**config.mk**
```make
export PLATFORM = sky130hd
export DESIGN_NAME = pps_scan
export DESIGN_NICKNAME = d
export VERILOG_FILES = /design/src/rtl/pps_pkg.sv /design/src/rtl/pps_scan.sv
export SDC_FILE = /design/constraint.sdc
export NUM_CORES = 1
export LEC_CHECK = 0
export ABC_CLOCK_PERIOD_IN_PS = 6850
export BUFFER_PORTS_ARGS = -buffer_cell sky130_fd_sc_hd__buf_2
export CAP_MARGIN = 20
export CORE_MARGIN = 2
export CORE_UTILIZATION = 63
export DETAILED_ROUTE_END_ITERATION = 7
export HOLD_SLACK_MARGIN = 0.02
export PLACE_DENSITY = 0.85
export REMOVE_ABC_BUFFERS = 1
export SYNTH_ARGS = -nofsm -noshare
export SYNTH_HDL_FRONTEND = slang
export SYNTH_SLANG_ARGS = --single-unit
```
**constraint.sdc**
```tcl
create_clock -name clock -period 6.85 [get_ports clock]
set_input_delay 0 -clock clock [delete_from_list [all_inputs] [get_ports clock]]
set_output_delay 0 -clock clock [all_outputs]
set_load 0.1 [all_outputs]
```
**src/rtl/pps_pkg.sv**
```systemverilog
// shared types, constants and helper functions for the palette parity embedder
// no dependencies; used by every rtl file through scoped names
package pps_pkg;

   localparam int PaletteEntriesDefault = 256;
   localparam int ColorWidth = 8;
   localparam int RgbWidth = 3 * ColorWidth;
   localparam int IndexWidth = 8;
   localparam int SquareWidth = 2 * ColorWidth;
   localparam int DistWidth = SquareWidth + 2;

   localparam logic [1:0] MODE_LOAD = 2'd0;
   localparam logic [1:0] MODE_EMBED = 2'd1;
   localparam logic [1:0] MODE_EXTRACT = 2'd2;

   typedef enum logic [2:0] {
      ST_IDLE,
      ST_HERE,
      ST_SCAN,
      ST_DRAIN,
      ST_DONE
   } pps_state_type;

   typedef struct packed {
      logic busy;
      logic found;
   } scan_status_type;

   // parity of r+g+b is the xor of the three low bits
   function automatic logic rgb_parity(input logic [RgbWidth-1:0] rgb);
      rgb_parity = rgb[2*ColorWidth] ^ rgb[ColorWidth] ^ rgb[0];
   endfunction

   function automatic logic [ColorWidth-1:0] abs_diff(input logic [ColorWidth-1:0] a,
                                                      input logic [ColorWidth-1:0] b);
      abs_diff = (a > b) ? (a - b) : (b - a);
   endfunction

endpackage

```
**src/rtl/pps_scan.sv**
```systemverilog
// two-stage distance unit: squared channel differences, then sum, compare
// and keep the nearest candidate of the wanted parity; depends on pps_pkg
module pps_scan #(
   parameter int IDX_W = $clog2(pps_pkg::PaletteEntriesDefault)
) (
   input  logic                            clock,
   input  logic                            reset,
   input  logic                            clear,
   input  logic                            cand_valid,
   input  logic [IDX_W-1:0]                cand_index,
   input  logic [pps_pkg::RgbWidth-1:0]    cand_rgb,
   input  logic [pps_pkg::RgbWidth-1:0]    here_rgb,
   input  logic                            want_bit,
   output pps_pkg::scan_status_type        status,
   output logic [IDX_W-1:0]                best_index
);

   localparam int CW = pps_pkg::ColorWidth;
   localparam int SW = pps_pkg::SquareWidth;
   localparam int DW = pps_pkg::DistWidth;

   logic [CW-1:0] diff_r, diff_g, diff_b;
   logic [SW-1:0] sq_r_in, sq_g_in, sq_b_in;
   logic [SW-1:0] sq_r_ff, sq_g_ff, sq_b_ff;
   logic          match_in;
   logic          s1_valid_ff, s1_match_ff;
   logic [IDX_W-1:0] s1_index_ff;
   logic [DW-1:0] cand_dist;
   logic          take;
   logic          found_ff, found_in;
   logic [IDX_W-1:0] best_ff, best_in;
   logic [DW-1:0] best_dist_ff, best_dist_in;

   // stage one: per-channel squares
   always_comb begin
      diff_r = pps_pkg::abs_diff(cand_rgb[3*CW-1:2*CW], here_rgb[3*CW-1:2*CW]);
      diff_g = pps_pkg::abs_diff(cand_rgb[2*CW-1:CW], here_rgb[2*CW-1:CW]);
      diff_b = pps_pkg::abs_diff(cand_rgb[CW-1:0], here_rgb[CW-1:0]);
      sq_r_in = SW'(diff_r) * SW'(diff_r);
      sq_g_in = SW'(diff_g) * SW'(diff_g);
      sq_b_in = SW'(diff_b) * SW'(diff_b);
      match_in = (pps_pkg::rgb_parity(cand_rgb) == want_bit);
   end

   // stage two: strict less-than keeps the lowest index on ties
   always_comb begin
      cand_dist = DW'(sq_r_ff) + DW'(sq_g_ff) + DW'(sq_b_ff);
      take = s1_valid_ff && s1_match_ff && (!found_ff || (cand_dist < best_dist_ff));
      found_in = found_ff;
      best_in = best_ff;
      best_dist_in = best_dist_ff;
      if (clear) begin
         found_in = 1'b0;
      end else if (take) begin
         found_in = 1'b1;
         best_in = s1_index_ff;
         best_dist_in = cand_dist;
      end
   end

   always_ff @(posedge clock) begin
      if (reset) begin
         s1_valid_ff <= 1'b0;
         found_ff <= 1'b0;
      end else begin
         s1_valid_ff <= cand_valid;
         found_ff <= found_in;
      end
   end

   always_ff @(posedge clock) begin
      sq_r_ff <= sq_r_in;
      sq_g_ff <= sq_g_in;
      sq_b_ff <= sq_b_in;
      s1_match_ff <= match_in;
      s1_index_ff <= cand_index;
      best_ff <= best_in;
      best_dist_ff <= best_dist_in;
   end

   assign status.busy = s1_valid_ff;
   assign status.found = found_ff;
   assign best_index = best_ff;

endmodule

```
==> results.txt, run 1 <==
----------------------------------------------------
[Yosys]
  Fraction of the mapped netlist area in adder cells ... 0.397
  Gate count of the mapped netlist ... 1,094
  Compound-gate portion of the synthesized area ... 0.128
  Netlist area before placement ... 10,100 µm²
  Count of unique library cells instantiated by Yosys ... 66
  Area share of and/or/nand/nor cells after synthesis ... 0.103
  Flip-flop and latch count after synthesis ... 82
  Most common flop cell mapped by yosys ... sky130_fd_sc_hd__dfxtp_1
  Main combinational cell family by area after synthesis ... adder cells
  Number of enable flip-flop cells after synthesis ... 26
  Fraction of registers with async set/reset ... 0
  Synth Area in XOR/XNOR ... 0.0711
  Syn_area_per_cell ... 9.25 µm²
  Portion of synthesized cell area occupied by the leading cell type ... 0.205
  Yosys top cell by area ... sky130_fd_sc_hd__ha_1
  Number of synthesis warnings ... 0
  Largest cells by area after synthesis ... sky130_fd_sc_hd__ha_1 (21%), sky130_fd_sc_hd__fa_1 (19%), sky130_fd_sc_hd__dfxtp_1 (11%), sky130_fd_sc_hd__inv_1 (8.2%), sky130_fd_sc_hd__edfxtp_1 (7.7%)
  Share of synthesized area occupied by flip-flops and latches ... 0.188
  Multiplexer share of the synthesized area ... 0.0190

[Timing]
  Worst slew slack as a fraction of its limit ... 0.402
  Final worst clock skew ... ~0.0073 ns
  Achievable Freq ... 161 MHz
  Setup violators final ... 0
  Slew at the pin closest to its max-slew limit ... approximately 0.89 ns
  Period utilization ... 0.909
  RSZ-0062 raised after global routing ... false
  Setup TNS ... 0 ns
  Final critical path time including I/O delays and setup ... 6.23 ns
  Worst hold slack ... between 0.1 and 0.15 ns
  Final Max Slew Viols ... 0
  Fin. Hold Viols ... 0

[Worst setup path]
  Data required time of the critical path ... 7.11 ns
  R2R depth ... 16
  CP Capture Type ... flip-flop
  Critical path start-end classification ... input port to flip-flop
  Largest fanout of any net on the critical path ... 10
  Capture point of the worst reg-to-reg path ... best_index[0]
  Setup slack of the worst register-to-register path ... 2.13 ns
  Sort of element at the start of the critical path ... input port
  Startpoint of the lowest-slack register-to-register path ... sq_r_ff[3]
  CP arrival ... ~6.5 ns

[Die]
  Starting utilization of the core area ... 0.642
  Core area ... 15,800 µm²
  Die Span Y ... 131 µm
  Number of top-level design ports ... 71
  Overall die width ... 131 µm
  Die Area ... 17,100 µm²
  Cell Rows ... 46

[Drt]
  DRT Wirelength ... roughly 19,000 µm
  Wire length per cell ... 13.9 µm
  Iteration-0 DRC count of the detailed router ... 344
  Number of iterations in the first detailed-routing pass ... 5
  Detail Route Antenna Nets ... 0
  Routed vias ... roughly 7,500
  Number of remaining DRC errors ... 0
  Number of vias per cell after detailed routing ... 5.35

[Placement]
  GP Congestion ... 0.891
  Port buffer count ... 70
  Final HPWL DP ... 16,200 µm

[Status]
  Result of the run ... finished, final reports clean

[CTS]
  H-tree depth ... 3
  Root Driver ... sky130_fd_sc_hd__clkbuf_16
  Clock latency on the worst-skew pair ... 0.34 ns
  TritonCTS clock tree ... done
  Largest buffer count on any clock path ... 2
  Number of buffers created by CTS ... 9
  Clock-pin slew reported for the worst setup and hold paths after clock tree synthesis ... 0.06 ns
  Clk sink count ... 82
  Quantity of gates resized following cts ... 0

[Worst hold path]
  Type of the tightest min-delay check ... input port to flip-flop
  Worst hold path endpoint ... s1_match_ff
  Hold Path Origin ... want_bit
  Number of cells on the worst hold path ... 3

[Global routing]
  Antenna violations before repair ... 0
  Aggregate global routing overflow ... 0
  Tot GR Track Use ... 0.237
  Wire length of the first global-routing pass ... 33,000 µm
  Pin count of the biggest net entering global routing ... 19
  Via count of the first global-routing pass ... 7,490

[Finish]
  Sequential cell area ... 1900 µm²
  Ratio of cells with drive above 1 in the final layout ... 0.106
  Core Util, Final ... 0.703
  Area growth from synthesis to final layout ... 9.55%
  Ant. Diodes ... 0
  FILL cells ... 1,223
  Combined area of the multi-input logic cells ... 7290 µm²
  Layout net count ... 1,497

[Job]
  Max-cap check violation count ... 0

----------------------------------------------------
==> per-layer routing <==
layer  GRT usage  up-vias  routed length [µm]
li1            -     3731                   -
met1       0.311     3543                8780
met2       0.424      161                9660
met3      0.0248       29                 600
met4      0.0601        0                 359
met5           0        -                   0
==> worst max-delay path, cell delays in order <==
cell	delay, ns
sky130_fd_sc_hd__buf_2	0.11
sky130_fd_sc_hd__inv_1	0.04
sky130_fd_sc_hd__ha_1	0.43
sky130_fd_sc_hd__and3_1	0.24
sky130_fd_sc_hd__and4_1	0.25
sky130_fd_sc_hd__a211oi_4	0.48
sky130_fd_sc_hd__mux2i_1	0.29
sky130_fd_sc_hd__xor2_1	0.59
sky130_fd_sc_hd__inv_1	0.10
sky130_fd_sc_hd__ha_1	0.20
sky130_fd_sc_hd__or2_2	0.29
sky130_fd_sc_hd__fa_1	0.51
sky130_fd_sc_hd__fa_1	0.56
sky130_fd_sc_hd__inv_1	0.06
sky130_fd_sc_hd__fa_1	0.53
sky130_fd_sc_hd__inv_1	0.04
sky130_fd_sc_hd__ha_1	0.32
sky130_fd_sc_hd__o21ai_0	0.09
sky130_fd_sc_hd__nor2_1	0.09
sky130_fd_sc_hd__o311ai_0	0.58
sky130_fd_sc_hd__o21bai_1	0.17
sky130_fd_sc_hd__a21o_1	0.21
sky130_fd_sc_hd__a21oi_1	0.16
sky130_fd_sc_hd__xnor2_1	0.14
==> synthesized netlist by cell type, drive strengths merged, types with 3 or more instances <==
master and number:
inv 222, nor2 109, nor2b 6, a21o 36
nand2b 5, and2 3, clkbuf 8, a211oi 11
o31a 3, o21bai 5, or3 3, o21a 14
a21boi 4, or2 21, xnor2 55, o21ai 27
a31oi 9, a221oi 5, and3 6, nand2 20
a21oi 57, ha 166, o2111ai 3, dfxtp 56
nand4 8, fa 97, edfxtp 26, buf 13
nand3 7, nand3b 6, o22ai 5, nor3 12
xor2 22, mux2i 18
==> worst max-delay path by stage <==
| stage | startpoint | to | cells after the start |
|---|---|---|---|
| after global routing | cand_rgb[16] | sq_r_ff[13] | 24 |
| final | cand_rgb[16] | sq_r_ff[13] | 24 |
| after global placement | cand_rgb[16] | sq_r_ff[13] | 24 |
| after CTS | cand_rgb[16] | sq_r_ff[13] | 24 |
| after floorplan | cand_rgb[20] | sq_r_ff[12] | 21 |
| after detailed placement | cand_rgb[16] | sq_r_ff[12] | 22 |
==> cell families after synthesis <==
kind of cell,after synthesis
other,2
multiplexers,18
AO/OA/AOI/OAI,193
XOR/XNOR,77
AND/OR/NAND/NOR,216
flip-flops,82
buffers and inverters,243
adder cells (fa/ha/maj),263
==> area by class of cell <==
type,count,area share
repair buffers,88,0.0462
flip-flops and latches,82,0.171
multi-input cells,770,0.657
well taps,216,0.0244
clock inverters,4,0.00226
clock buffers,12,0.0231
inverters,222,0.0751
==> per-stage QoR <==
step	worst slack, ns	std cells	area [µm²]
2_1_floorplan	1.10	1074	10000
3_3_place_gp	0.663	1367	10700
3_5_place_dp	0.409	1367	10700
4_1_cts	0.684	1394	11100
5_1_grt	0.259	1394	11100
6_report	0.622	1394	11100
==> registers in the layout, indices dropped and copies added, names as in the netlist <==
name,count
s1_match_ff,1
best_dist_ff,18
s1_index_ff,8
sq_b_ff,15
best_index,8
sq_r_ff,15
s1_valid_ff,1
sq_g_ff,15
found_ff,1
==> cell usage in the layout, fill, tap and decap left out, types with 26 or more instances in the layout <==
master and instances:
sky130_fd_sc_hd__inv_1 221, sky130_fd_sc_hd__ha_1 166, sky130_fd_sc_hd__nor2_1 106, sky130_fd_sc_hd__fa_1 97, sky130_fd_sc_hd__buf_2 70, sky130_fd_sc_hd__dfxtp_1 56, sky130_fd_sc_hd__a21oi_1 55, sky130_fd_sc_hd__xnor2_1 52
sky130_fd_sc_hd__a21o_1 36, sky130_fd_sc_hd__o21ai_0 26, sky130_fd_sc_hd__edfxtp_1 26
==> timing repair <==
item                       4_1_cts  5_1_grt
setup endpoints to repair        0        0
hold buffers                    11        0
hold endpoints to repair        10        0
setup buffers                    0        0
Power of run 1 is not shown: default switching activity piles up to over one toggle a cycle in this logic, so the estimate is an artifact.
==> run 2, diff against run 1 <==
--- a/config.mk
+++ b/config.mk
@@ -12,7 +12,7 @@
 export CORE_UTILIZATION = 63
 export DETAILED_ROUTE_END_ITERATION = 7
 export HOLD_SLACK_MARGIN = 0.02
-export PLACE_DENSITY = 0.85
+export PLACE_DENSITY = 0.83
 export REMOVE_ABC_BUFFERS = 1
 export SYNTH_ARGS = -nofsm -noshare
 export SYNTH_HDL_FRONTEND = slang
==> results.txt, run 2 (synthesis gave the netlist of run 1 again) <==
----------------------------------------------------
[Status]
  Result of the run ... finished, final reports clean

[Drt]
  Wire length per cell ... 13.5 µm (-2.8%)
  Number of vias per cell after detailed routing ... 5.33 (-0.45%)
  Routed vias ... 7,425 (-0.52%)
  Detail Route Antenna Nets ... 0 (unchanged)
  DRT Wirelength ... 18,800 µm (-2.9%)
  Number of remaining DRC errors ... 0 (unchanged)
  Iteration-0 DRC count of the detailed router ... 300 (-13%)
  Number of iterations in the first detailed-routing pass ... 5 (unchanged)

[Finish]
  Leading cell type in the layout, fill and taps excluded ... sky130_fd_sc_hd__inv_1
  Non-filler cells, final ... 1,393 (-0.072%)
  Ant. Diodes ... 0 (unchanged)
  Ratio of cells with drive above 1 in the final layout ... 0.105 (-0.00161)
  FILL cells ... 1,205 (-1.5%)
  Layout net count ... 1,496 (-0.067%)
  Flip-flop count of the largest register after layout ... 18 (unchanged)
  Register with the most flip-flops ... best_dist_ff
  Area growth from synthesis to final layout ... 9.55% (unchanged)
  Commonest cells after routing, fill and taps aside ... sky130_fd_sc_hd__inv_1 (221), sky130_fd_sc_hd__ha_1 (166), sky130_fd_sc_hd__nor2_1 (106)

[CTS]
  Clock-pin slew reported for the worst setup and hold paths after clock tree synthesis ... 0.06 ns (about the same)
  Largest buffer count on any clock path ... 2 (unchanged)
  TritonCTS clock tree ... done
  Root Driver ... sky130_fd_sc_hd__clkbuf_16
  Buffers inserted by post-CTS timing repair ... 0 (unchanged)
  H-tree depth ... 3 (unchanged)
  Clk sink count ... 82 (unchanged)
  Number of buffers created by CTS ... 9 (unchanged)
  Clock latency on the worst-skew pair ... 0.33 ns (about the same)

[Die]
  Number of top-level design ports ... 71 (unchanged)
  Starting utilization of the core area ... 0.642 (unchanged)
  Overall die width ... 131 µm (unchanged)
  Die Span Y ... 131 µm (unchanged)
  Die Area ... 17,100 µm² (unchanged)
  Core area ... 15,800 µm² (unchanged)
  Cell Rows ... 46 (unchanged)

[Global routing]
  Pin count of the biggest net entering global routing ... 20 (+1)
  Antenna violations before repair ... 0 (unchanged)
  Via count of the first global-routing pass ... 7,352 (-1.8%)
  Aggregate global routing overflow ... 0 (unchanged)
  Wire length of the first global-routing pass ... 32,300 µm (-2.0%)
  Tot GR Track Use ... 0.233 (-0.00427)

[Timing]
  Setup TNS ... 0 ns (unchanged)
  Final worst clock skew ... 0.00823 ns (+0.000944 ns)
  Period utilization ... 0.898 (-0.0107)
  Final Max Slew Viols ... 0 (unchanged)
  Setup violators final ... 0 (unchanged)
  Worst hold slack ... 0.142 ns (+0.0419 ns)
  Slew at the pin closest to its max-slew limit ... 1.08 ns (+0.193 ns)
  RSZ-0062 raised after global routing ... false
  Worst slew slack as a fraction of its limit ... 0.257 (-0.145)
  Achievable Freq ... 162 MHz (+1.2%)
  Fin. Hold Viols ... 0 (unchanged)
  Final critical path time including I/O delays and setup ... 6.15 ns (-0.0733 ns)

[Worst setup path]
  CP max-delay cell ... sky130_fd_sc_hd__mux2i_1
  CP Capture Type ... flip-flop
  Buffering stage count on the worst path with inverters included ... 6 (+1)
  Largest stage delay on the critical path ... 0.85 ns (+0.26 ns)
  Largest fanout of any net on the critical path ... 11 (+1)
  Sort of element at the start of the critical path ... input port
  Top Family by Delay on Critical Path ... adder cells
  Setup slack of the worst register-to-register path ... 2.13 ns (about the same)
  Data required time of the critical path ... 7.06 ns (-0.05 ns)
  CP arrival ... 6.36 ns (-0.13 ns)
  Cell Chain, Critical Path ... buf_2 > inv_1 > ha_1 > inv_1 > fa_1 > a21o_1 > a221oi_2 > a21oi_4 > mux2i_1 > nor2_1 > fa_1 > fa_1 > inv_1 > fa_1 > fa_1 > inv_1 > ha_1 > inv_1 > nor2_1 > o31a_1 > o22ai_1 > nor4b_1 > or4b_1
  Critical path start-end classification ... input port to flip-flop

[Placement]
  GP Congestion ... 0.867 (-2.7%)
  Final HPWL DP ... 15,600 µm (-3.7%)
  Port buffer count ... 70 (unchanged)
  Number of cells in the design after placement ... 1,366 (-0.073%)

[Worst hold path]
  Type of the tightest min-delay check ... input port to flip-flop

[Job]
  Max-cap check violation count ... 0 (unchanged)

----------------------------------------------------
-- run 2: cell count changes in the layout (fill, tap and decap cells not counted), sizes merged --
cell      delta
clkinvlp     +2
buf          -1
clkbuf       -1
inv          -1
-- run 2: per-stage QoR --
step                utilization  worst slack (ns)  instance area, µm²
floorplan                     -              1.10               10000
global placement          0.678             0.641               10700
detailed placement        0.678             0.349               10700
CTS                       0.703             0.698               11100
global route              0.703             0.339               11100
finish                    0.703             0.696               11100
-- run 2: path summary, 6_finish.rpt --
| kind | to | depth (start not counted) | start |
|---|---|---|---|
| worst max register to register | best_index[5] | 16 | sq_r_ff[3] |
| worst max-delay path | sq_g_ff[12] | 23 | cand_rgb[8] |
| worst min register to register | best_index[0] | 0 | s1_index_ff[0] |
| worst min-delay path | s1_match_ff | 3 | want_bit |
-- run 2: routing by layer --
metal / vias to the layer above / track usage / routed length (µm)
li1: 3735 / - / -
met2: 156 / 0.416 / 9300
met4: 0 / 0.0532 / 296
met1: 3508 / 0.308 / 8600
met3: 26 / 0.0240 / 646
met5: - / 0 / 0
-- run 2: cell type report --
cell class,instances,area (µm²),share of cell area
inverters,222,833,0.0751
multi-input cells,770,7290,0.657
clock inverters,5,35.0,0.00316
repair buffers,87,505,0.0456
well taps,216,270,0.0244
flip-flops and latches,82,1900,0.171
clock buffers,11,254,0.0229
-- run 2: repair_timing --
action / in CTS / in global routing
hold buffers: 11 / 0
setup endpoints to repair: 0 / 0
gates resized for setup: 0 / 0
hold endpoints to repair: 10 / 0
-- run 2: worst register-to-register path: cells and delay by family, from the launching register on --
kind            cells  cell delay (ns)
compound gates      8             2.25
xor+xnor            1             0.18
fa+ha+maj           3             1.00
buf+inv             1             0.37
flops               1             0.34
simple gates        3             0.25
Power of run 2 is left out for the same reason.
==> run 3, diff against run 2 <==
--- a/config.mk
+++ b/config.mk
@@ -12,6 +12,7 @@
 export CORE_UTILIZATION = 63
 export DETAILED_ROUTE_END_ITERATION = 7
 export HOLD_SLACK_MARGIN = 0.02
+export MAX_ROUTING_LAYER = met4
 export PLACE_DENSITY = 0.83
 export REMOVE_ABC_BUFFERS = 1
 export SYNTH_ARGS = -nofsm -noshare
==> results.txt, run 3 (synthesis gave the netlist of run 1 again) <==
----------------------------------------------------
[Placement]
  Port buffer count ... 70 (unchanged)
  GP Congestion ... 0.881 (+1.6%)
  Final HPWL DP ... 15,600 µm (unchanged)
  Dpl cell area ... 10,700 µm² (unchanged)

[Timing]
  Fin. Hold Viols ... 0 (unchanged)
  Final critical path time including I/O delays and setup ... 6.14 ns (-0.0129 ns)
  Worst slew slack as a fraction of its limit ... 0.279 (+0.0221)
  Setup violators final ... 0 (unchanged)
  Setup TNS ... 0 ns (unchanged)
  RSZ-0062 raised after global routing ... false
  Period utilization ... 0.897 (-0.00188)
  Slew at the pin closest to its max-slew limit ... 1.05 ns (-0.0323 ns)
  Achievable Freq ... 163 MHz (+0.21%)
  Final worst clock skew ... 0.00816 ns (-0.0000666 ns)
  Final Max Slew Viols ... 0 (unchanged)

[CTS]
  Clock-pin slew reported for the worst setup and hold paths after clock tree synthesis ... 0.06 ns (about the same)
  Number of buffers created by CTS ... 9 (unchanged)
  Clk sink count ... 82 (unchanged)
  H-tree depth ... 3 (unchanged)
  Largest buffer count on any clock path ... 2 (unchanged)
  Buffers inserted by post-CTS timing repair ... 0 (unchanged)
  TritonCTS clock tree ... done
  Root Driver ... sky130_fd_sc_hd__clkbuf_16
  Clock latency on the worst-skew pair ... 0.33 ns (about the same)

[Global routing]
  Wire length of the first global-routing pass ... 32,300 µm (unchanged)
  Pin count of the biggest net entering global routing ... 20 (unchanged)
  Tot GR Track Use ... 0.240 (+0.00713)
  Antenna violations before repair ... 0 (unchanged)
  Via count of the first global-routing pass ... 7,353 (+0.014%)
  Aggregate global routing overflow ... 0 (unchanged)

[Worst setup path]
  Critical path start-end classification ... input port to flip-flop
  CP arrival ... 6.35 ns (about the same)
  CP Capture Type ... flip-flop
  Sort of element at the start of the critical path ... input port
  Largest fanout of any net on the critical path ... 11 (unchanged)
  Data required time of the critical path ... 7.06 ns (about the same)

[Finish]
  Layout net count ... 1,496 (unchanged)
  Ratio of cells with drive above 1 in the final layout ... 0.105 (unchanged)
  Ant. Diodes ... 0 (unchanged)
  Area growth from synthesis to final layout ... 9.55% (unchanged)
  Core Util, Final ... 0.703 (unchanged)
  Post-route cell area ... 11,100 µm² (unchanged)
  Leading cell type in the layout, fill and taps excluded ... sky130_fd_sc_hd__inv_1
  Flip-flop count of the largest register after layout ... 18 (unchanged)
  Register with the most flip-flops ... best_dist_ff
  Commonest cells after routing, fill and taps aside ... sky130_fd_sc_hd__inv_1 (221), sky130_fd_sc_hd__ha_1 (166), sky130_fd_sc_hd__nor2_1 (106)

[Die]
  Core area ... 15,800 µm² (unchanged)
  Cell Rows ... 46 (unchanged)
  Die Area ... 17,100 µm² (unchanged)
  Die Span Y ... 131 µm (unchanged)
  Number of top-level design ports ... 71 (unchanged)
  Overall die width ... 131 µm (unchanged)
  Starting utilization of the core area ... 0.642 (unchanged)

[Drt]
  Number of remaining DRC errors ... 0 (unchanged)
  Routed vias ... 7,449 (+0.32%)
  DRT Wirelength ... 18,900 µm (+0.20%)
  Iteration-0 DRC count of the detailed router ... 305 (+1.7%)
  Detail Route Antenna Nets ... 0 (unchanged)
  Number of vias per cell after detailed routing ... 5.35 (+0.32%)
  Wire length per cell ... 13.5 µm (+0.20%)
  Number of iterations in the first detailed-routing pass ... 5 (unchanged)

[Job]
  Max-cap check violation count ... 0 (unchanged)

[Status]
  Result of the run ... finished, final reports clean

[Worst hold path]
  Type of the tightest min-delay check ... input port to flip-flop

----------------------------------------------------
-- run 3: cell counts in the layout (fill, tap and decap cells not counted) --
Identical to the previous run, type by type.
-- run 3: cell type report --
class / instances / area, µm²
flip-flops and latches: 82 / 1900
clock inverters: 5 / 35.0
well taps: 216 / 270
repair buffers: 87 / 505
multi-input cells: 770 / 7290
fillers: 1205 / 4680
clock buffers: 11 / 254
inverters: 222 / 833
-- run 3: final timing paths --
path / from / end / slack [ns] / cells past startpoint
worst min-delay path: want_bit / s1_match_ff / 0.14 / 3
worst max register to register: sq_r_ff[3] / best_index[5] / 2.12 / 16
worst min register to register: s1_index_ff[0] / best_index[0] / 0.40 / 0
worst max-delay path: cand_rgb[8] / sq_g_ff[12] / 0.71 / 24
-- run 3: worst max-delay path, stage by stage --
cell and delay, ns:
sky130_fd_sc_hd__buf_2 0.12, sky130_fd_sc_hd__inv_1 0.05, sky130_fd_sc_hd__ha_1 0.15, sky130_fd_sc_hd__inv_1 0.06
sky130_fd_sc_hd__fa_1 0.42, sky130_fd_sc_hd__a21o_1 0.21, sky130_fd_sc_hd__a221oi_2 0.36, sky130_fd_sc_hd__a21oi_4 0.17
sky130_fd_sc_hd__mux2i_1 0.17, sky130_fd_sc_hd__xnor2_1 0.76, sky130_fd_sc_hd__nor2_1 0.18, sky130_fd_sc_hd__fa_1 0.50
sky130_fd_sc_hd__fa_1 0.55, sky130_fd_sc_hd__inv_1 0.06, sky130_fd_sc_hd__fa_1 0.50, sky130_fd_sc_hd__fa_1 0.55
sky130_fd_sc_hd__inv_1 0.04, sky130_fd_sc_hd__ha_1 0.32, sky130_fd_sc_hd__inv_1 0.10, sky130_fd_sc_hd__nor2_1 0.06
sky130_fd_sc_hd__o31a_1 0.11, sky130_fd_sc_hd__o22ai_1 0.30, sky130_fd_sc_hd__nor4b_1 0.09, sky130_fd_sc_hd__or4b_1 0.51
-- run 3: per-stage QoR --
| step | worst slack, ns | hold WS, ns | cells |
|---|---|---|---|
| floorplan | 1.10 | 0.0277 | 1074 |
| global placement | 0.641 | 0.105 | 1366 |
| detailed placement | 0.349 | 0.104 | 1366 |
| CTS | 0.698 | 0.101 | 1393 |
| global route | 0.339 | 0.111 | 1393 |
| finish | 0.708 | 0.142 | 1393 |
-- run 3: metal layers --
| layer | up-vias | track usage | wire (µm) |
|---|---|---|---|
| li1 | 3740 | - | - |
| met1 | 3518 | 0.308 | 8670 |
| met2 | 160 | 0.416 | 9280 |
| met3 | 31 | 0.0240 | 616 |
| met4 | 0 | 0.0532 | 312 |
| met5 | - | - | 0 |
-- run 3: timing repair --
action,CTS,global route
hold buffers,11,0
endpoints found under the hold margin,10,0
resized for setup,0,0
Power of run 3 is left out for the same reason.
